==> src/rtl/ple_pkg.sv <==
// shared types and constants for the positional list engine
package ple_pkg;

    localparam int ByteW = 8;
    localparam int PosW  = 5;
    localparam int CntOutW = 5;
    // wide enough to hold any cell index below 256
    localparam int IdxW  = 9;

    localparam logic [1:0] OP_INSERT = 2'd0;
    localparam logic [1:0] OP_DELETE = 2'd1;
    localparam logic [1:0] OP_READ   = 2'd2;

    localparam logic [1:0] ST_OK    = 2'd0;
    localparam logic [1:0] ST_EMPTY = 2'd1;
    localparam logic [1:0] ST_RANGE = 2'd2;
    localparam logic [1:0] ST_FULL  = 2'd3;

    localparam logic [ByteW-1:0] ErrByte = 8'hFF;

    // broadcast to every cell of the row
    typedef struct packed {
        logic            ins;
        logic            del;
        logic [PosW-1:0] pos;
    } cell_ctl_t;

endpackage

==> src/rtl/positional_list_engine.sv <==
// positional list engine: ordered byte list held in a row of shifting cells
//
// Requests arrive on the in channel (opcode, position, byte_in) under
// in_valid/in_ready; one result per request leaves on the out channel
// (byte_out, status, count_out) under out_valid/out_ready.
// A request is decoded, checked against the entry count and applied to the
// cell row in the cycle it is accepted: every cell above the insert point
// takes its left neighbour, or every cell from the delete point takes its
// right neighbour, all in that same cycle. The result is registered, so it
// appears in the cycle after acceptance.
// Throughput is one request per cycle while out_ready is high, set by the
// single output register, which is refilled in the same cycle it is taken.
// When the receiver stalls, the result holds and in_ready drops until the
// result is taken; no request is lost.
// Reset empties the list (count to zero) and clears out_valid; cell
// contents are left as they are, since only cells below the count are read.
// Errors (empty, out of range, full) return byte_out 255 and leave the
// list unchanged. Opcode 3 returns status ok, byte_out 0, no change.
module positional_list_engine #(
    parameter int DEPTH = 16
) (
    input  logic       clk,
    input  logic       rst_n,
    input  logic       in_valid,
    output logic       in_ready,
    input  logic [1:0] opcode,
    input  logic [4:0] position,
    input  logic [7:0] byte_in,
    output logic       out_valid,
    input  logic       out_ready,
    output logic [7:0] byte_out,
    output logic [1:0] status,
    output logic [4:0] count_out
);
    import ple_pkg::*;

    localparam int CW = $clog2(DEPTH + 1);
    localparam int AW = $clog2(DEPTH);
    localparam int W  = (CW > PosW) ? CW : PosW;

    logic [CW-1:0]    count_reg;
    logic [CW-1:0]    count_next;
    logic             out_valid_reg;
    logic             out_valid_next;
    logic [ByteW-1:0] byte_out_reg;
    logic [1:0]       status_reg;
    logic [CntOutW-1:0] count_out_reg;

    logic [ByteW-1:0] byte_res;
    logic [1:0]       status_res;
    logic [CW-1:0]    count_res;
    logic             ins_ok;
    logic             del_ok;
    logic             in_fire;

    logic [W-1:0]     pos_w;
    logic [W-1:0]     cnt_w;
    logic [AW-1:0]    rd_idx;
    logic [ByteW-1:0] rd_data;

    cell_ctl_t        ctl;
    logic [ByteW-1:0] cell_q [DEPTH];

    assign in_ready = !out_valid_reg || out_ready;
    assign in_fire  = in_valid && in_ready;

    assign pos_w   = W'(position);
    assign cnt_w   = W'(count_reg);
    assign rd_idx  = AW'(position);
    assign rd_data = cell_q[rd_idx];

    // request decode and range checks
    always_comb
    begin
        byte_res   = '0;
        status_res = ST_OK;
        count_res  = count_reg;
        ins_ok     = 1'b0;
        del_ok     = 1'b0;
        case (opcode)
            OP_INSERT:
            begin
                if (pos_w > cnt_w)
                begin
                    byte_res   = ErrByte;
                    status_res = ST_RANGE;
                end
                else if (count_reg == CW'(DEPTH))
                begin
                    byte_res   = ErrByte;
                    status_res = ST_FULL;
                end
                else
                begin
                    ins_ok    = 1'b1;
                    count_res = count_reg + CW'(1);
                end
            end
            OP_DELETE, OP_READ:
            begin
                if (count_reg == '0)
                begin
                    byte_res   = ErrByte;
                    status_res = ST_EMPTY;
                end
                else if (pos_w >= cnt_w)
                begin
                    byte_res   = ErrByte;
                    status_res = ST_RANGE;
                end
                else
                begin
                    byte_res = rd_data;
                    if (opcode == OP_DELETE)
                    begin
                        del_ok    = 1'b1;
                        count_res = count_reg - CW'(1);
                    end
                end
            end
            default:
            begin
                byte_res   = '0;
                status_res = ST_OK;
            end
        endcase
    end

    assign ctl.ins = in_fire && ins_ok;
    assign ctl.del = in_fire && del_ok;
    assign ctl.pos = position;

    assign count_next     = in_fire ? count_res : count_reg;
    assign out_valid_next = in_fire ? 1'b1 : (out_valid_reg && !out_ready);

    genvar gi;
    generate
        for (gi = 0; gi < DEPTH; gi++)
        begin : g_cell
            logic [ByteW-1:0] left_q;
            logic [ByteW-1:0] right_q;
            if (gi == 0)
            begin : g_first
                assign left_q = byte_in;
            end
            else
            begin : g_mid_l
                assign left_q = cell_q[gi-1];
            end
            if (gi == DEPTH - 1)
            begin : g_last
                assign right_q = cell_q[gi];
            end
            else
            begin : g_mid_r
                assign right_q = cell_q[gi+1];
            end
            ple_cell #(
                .IDX(gi)
            ) u_cell (
                .clk     (clk),
                .ctl     (ctl),
                .byte_in (byte_in),
                .left_q  (left_q),
                .right_q (right_q),
                .q       (cell_q[gi])
            );
        end
    endgenerate

    always_ff @(posedge clk or negedge rst_n)
    begin
        if (!rst_n)
        begin
            count_reg     <= '0;
            out_valid_reg <= 1'b0;
        end
        else
        begin
            count_reg     <= count_next;
            out_valid_reg <= out_valid_next;
        end
    end

    // result payload, loaded only when a request is taken
    always_ff @(posedge clk)
    begin
        if (in_fire)
        begin
            byte_out_reg  <= byte_res;
            status_reg    <= status_res;
            count_out_reg <= CntOutW'(count_res);
        end
    end

    assign out_valid = out_valid_reg;
    assign byte_out  = byte_out_reg;
    assign status    = status_reg;
    assign count_out = count_out_reg;

    a_count_bound: assert property (@(posedge clk) disable iff (!rst_n)
        count_reg <= CW'(DEPTH))
        else $error("entry count above capacity");

    a_insert_grows: assert property (@(posedge clk) disable iff (!rst_n)
        ctl.ins |=> count_reg == $past(count_reg) + CW'(1))
        else $error("insert did not grow the list");

    a_error_keeps: assert property (@(posedge clk) disable iff (!rst_n)
        (in_fire && status_res != ST_OK) |=> $stable(count_reg))
        else $error("failed request changed the count");

    a_error_byte: assert property (@(posedge clk) disable iff (!rst_n)
        (out_valid && status != ST_OK) |-> byte_out == ErrByte)
        else $error("error result without error byte");

endmodule

==> src/rtl/ple_cell.sv <==
// one list entry; on a shift takes byte_in or its left or right neighbour
module ple_cell #(
    parameter int IDX = 0
) (
    input  logic                   clk,
    input  ple_pkg::cell_ctl_t     ctl,
    input  logic [7:0]             byte_in,
    input  logic [7:0]             left_q,
    input  logic [7:0]             right_q,
    output logic [7:0]             q
);
    import ple_pkg::*;

    localparam logic [IdxW-1:0] MyIdx = IdxW'(IDX);

    logic [ByteW-1:0] data_reg;
    logic [ByteW-1:0] data_next;
    logic [IdxW-1:0]  pos_x;

    assign pos_x = IdxW'(ctl.pos);

    always_comb
    begin
        data_next = data_reg;
        if (ctl.ins)
        begin
            if (MyIdx == pos_x)
            begin
                data_next = byte_in;
            end
            else if (MyIdx > pos_x)
            begin
                data_next = left_q;
            end
        end
        else if (ctl.del)
        begin
            if (MyIdx >= pos_x)
            begin
                data_next = right_q;
            end
        end
    end

    always_ff @(posedge clk)
    begin
        data_reg <= data_next;
    end

    assign q = data_reg;

endmodule
==> config.mk <==
export PLATFORM = sky130hd
export DESIGN_NAME = positional_list_engine
export DESIGN_NICKNAME = d
export VERILOG_FILES = /design/src/rtl/ple_pkg.sv /design/src/rtl/positional_list_engine.sv /design/src/rtl/ple_cell.sv
export SDC_FILE = /design/constraint.sdc
export NUM_CORES = 1
export LEC_CHECK = 0
export ABC_CLOCK_PERIOD_IN_PS = 8000
export BUFFER_PORTS_ARGS = -buffer_cell sky130_fd_sc_hd__buf_2
export CORE_UTILIZATION = 35
export DETAILED_ROUTE_END_ITERATION = 6
export PLACE_DENSITY_LB_ADDON = 0.05
export SLEW_MARGIN = 20
export SYNTH_ARGS = -nofsm -noshare
export SYNTH_HDL_FRONTEND = slang
export SYNTH_SLANG_ARGS = --single-unit
==> constraint.sdc <==
create_clock -name clk -period 8 [get_ports clk]
set_input_delay 0.8 -clock clk [delete_from_list [all_inputs] [get_ports clk]]
set_output_delay 0.8 -clock clk [all_outputs]
set_load 0.01 [all_outputs]
==> summary.md <==
| Metric | Value |
|---|---|
| Final hold slack | `roughly 0.19 ns` |
| Initial antenna violation count | `0` |
| Largest register FFs | `about 130` |
| Top Metal Used | `met4` |
| Skew final | `approximately 0.016 ns` |
| First-pass GRT wire length | `42410 um` |
| Clock latency on the worst-skew pair | `0.43 ns` |
| Switch Pwr | `between 600 and 700 uW` |
| Drc violations | `0` |
| Logic pwr share | `17.9%` |
| Placer congestion estimate | `about 0.9` |
| # diodes | `0` |
| HP Class | `primary input to asynchronous set/reset pin` |
| DR vias | `just under 7000` |
| Pin count of the biggest net entering global routing | `between 100 and 150` |
| Setup crit end kind | `flop` |
| Max-slew violations | `0` |
| DRT iter0 DRCs | `701` |
| Final hold vios | `0` |
| Initial Util | `35.84%` |
| Synth warn | `0` |
| Nets | `about 870` |
| Metal2 WL | `~12000 um` |
| Cts bufs inserted | `17` |
| # hold bufs at CTS | `0` |
| Post-Layout Cell Count | `1180` |
| Tmin final | `~4.2 ns` |
| Switch share | `29.45%` |
| TritonCTS clock tree | `done` |
| WP data arrival | `~4.3 ns` |
| P per Cell Area | `between 200 and 250 nW/um^2` |
| Lkg Pwr | `4.044 nW` |
| Clock transition at path regs | `0.07 ns` |
| Syn nets | `861` |
| Synth Instances | `about 830` |
| Seq pwr share | `roughly two fifths` |
| Die Footprint | `~27000 sq um` |
| Layout cells sized above 1 | `around 16%` |
| Final wirelength | `between 20000 and 30000 um` |
| I/O Buffers | `35` |
| WL met3 | `~1400 um` |
| Sequential area share after synthesis | `between 40% and 50%` |
| Vias in the first global route | `~6600` |
| Number of synthesized flops with an enable pin | `about 140` |
| Setup TNS | `0 ns` |
| Status | `completed` |
| Max Fanout on Critical Path | `52` |
| GRT overflow | `0` |
| Tot Pwr | `2.233 mW` |
| Setup-failing EPs final | `0` |
| Clk network pwr share | `between 40% and 50%` |
| Post-synth ARST share | `between 4 and 5%` |
| First-pass detailed-route iteration total | `5` |
| IO Pins | `36` |
| Dpl hpwl | `just under 20000 um` |
| Yosys reg bits | `roughly 150` |
| CTS root buffer | `clkbuf_16` |
| Synth Flop Type | `edfxtp_1` |
| Post-synthesis cell type count | `slightly below 60` |
| Post-synthesis average cell area | `10.88 sq um` |
| Worst Setup Start Kind | `primary input` |
| Peak supply drop | `between 0.0001 and 0.00015 V` |
| Max Freq | `between 200 and 250 MHz` |
| CTS Buffer Depth | `2` |
| Max-Cap Viols | `0` |
| RSZ-0062 raised after global routing | `false` |
| Die X-Extent | `162.8 um` |
| Cell row count | `58` |
| Placed cells | `around 1100` |
| M1 wire length | `13780 um` |
| Post-CTS resize count | `0` |
| Power Internal | `1.576 mW` |
| WL/cell | `23.49 um` |
| Post-CTS Setup Bufs | `0` |
| Crit Path Category | `primary input to flop` |
| Post-route ant nets | `0` |
| Worst-margin pin slew | `around 1.1 ns` |
| Post-route clock period utilization | `a little over half` |
| Vias/cell | `5.749` |
| Core area | `~25000 sq um` |
| Clock sink total | `around 150` |
| Synthesized area | `9050 sq um` |
| Slew HR | `28.39%` |
| Die H | `162.8 um` |
| GR Util All Layers | `between 20% and 30%` |
| CTS H-tree lvls | `4` |
| Fin util | `between 40 and 50%` |
| Syn-to-layout area delta | `12.14%` |
| Worst path required time | `between 8 and 9 ns` |
## power groups by stage
stage          combinational (mW)  sequential, mW  clock (mW)
6_report                    0.400           0.936       0.897
3_3_place_gp                0.389           0.952           0
3_5_place_dp                0.395           0.951           0
4_1_cts                     0.396           0.935       0.912
5_1_grt                     0.444           0.939       0.938
2_1_floorplan               0.284           0.946           0
## cells in the mapped netlist (all sizes together), types with 2 or more instances
cell	count	area, sq um
mux4	16	360.4
a311o	2	20.02
o2bb2ai	7	61.31
nand3b	6	45.04
or2	3	18.77
nor2b	3	18.77
nor2	137	514.2
nand2b	3	18.77
edfxtp	143	4294
inv	17	63.81
a221oi	2	17.52
nand3	13	65.06
a22oi	5	37.54
nand2	25	93.84
dfrtp	6	150.1
a311oi	2	17.52
o21ai	19	98.84
a21o	2	15.01
a211oi	7	65.06
a31oi	3	18.77
o211a	2	20.02
nor4	2	12.51
o22ai	8	50.05
mux2	16	180.2
o21a	8	60.06
clkbuf	25	93.84
nor3	10	70.07
o221ai	2	23.77
ha	10	125.1
buf	34	188.9
mux2i	136	1361
o211ai	3	22.52
a21oi	138	698.2
a2bb2oi	2	17.52
## final timing paths
check	start	slack, ns	cells after the start	to
setup / recovery	position[0]	3.80	10	g_cell[12].u_cell.q[5]$_DFFE_PP_
hold / removal	rst_n	0.19	1	cnt_w[2]$_DFFE_PN0P_
setup reg to reg	cnt_w[2]$_DFFE_PN0P_	4.49	8	g_cell[12].u_cell.q[5]$_DFFE_PP_
hold reg to reg	out_valid$_DFF_PN0_	0.57	2	out_valid$_DFF_PN0_
max in group asynchronous	rst_n	7.66	1	cnt_w[4]$_DFFE_PN0P_
min in group clk	out_valid$_DFF_PN0_	0.57	2	out_valid$_DFF_PN0_
## critical path, stage by stage
cell and delay [ns]:
buf_2 0.08, buf_4 0.64, inv_2 0.24, ha_1 0.39, nor2b_1 0.17, o221ai_1 0.27, nor3_2 0.45, o21ai_2 0.09
buf_4 0.25, a21oi_1 0.78
## cells by family after synthesis
| kind of cell | count (synthesis) | share of synthesized area, % |
|---|---|---|
| buffers and inverters | 76 | 3.830 |
| adder cells (fa/ha/maj) | 10 | 1.383 |
| multiplexers | 168 | 21.01 |
| flip-flops | 149 | 49.11 |
| AND/OR/NAND/NOR | 210 | 10.16 |
| AO/OA/AOI/OAI | 219 | 14.50 |
## routing by layer
metal  vias up  GRT usage (%)
met5         -              0
met4         0          5.268
met3        20          3.209
met2       245          31.74
met1      3372          33.03
li1       3147              -
## metrics by stage
| stage | instance area [sq um] | setup WS, ns |
|---|---|---|
| floorplan | 9050 | 4.288 |
| global placement | 9448 | 3.074 |
| detailed placement | 9487 | 3.139 |
| CTS | 10130 | 3.600 |
| global route | 10150 | 3.604 |
| finish | 10150 | 3.799 |
## area by class of cell
class                           count  area [sq um]
Multi-Input combinational cell    607          4319
Tap cell                          330         412.9
Timing Repair Buffer               45         266.5
Inverter                           17         63.81
Clock buffer                       17         425.4
Sequential cell                   149          4444
Clock inverter                     15         216.5
Fill cell                        2470         15110
## cell usage in the layout, fill, tap and decap left out, types with 5 or more instances in the layout
cell	Yosys	routed
a21oi_1	136	136
a22oi_1	5	5
buf_2	25	35
buf_4	6	8
clkbuf_16	0	17
dfrtp_1	6	6
edfxtp_1	143	143
ha_1	10	10
inv_1	16	16
mux2_2	16	16
mux2i_1	136	136
mux4_2	16	16
nand2_1	25	25
nand3_1	13	13
nand3b_1	6	6
nor2_1	137	137
nor3_2	4	6
o21a_1	8	8
o21ai_0	17	17
o22ai_1	8	8
o2bb2ai_1	7	7
No activity file was read; power rests on OpenSTA's default activity.
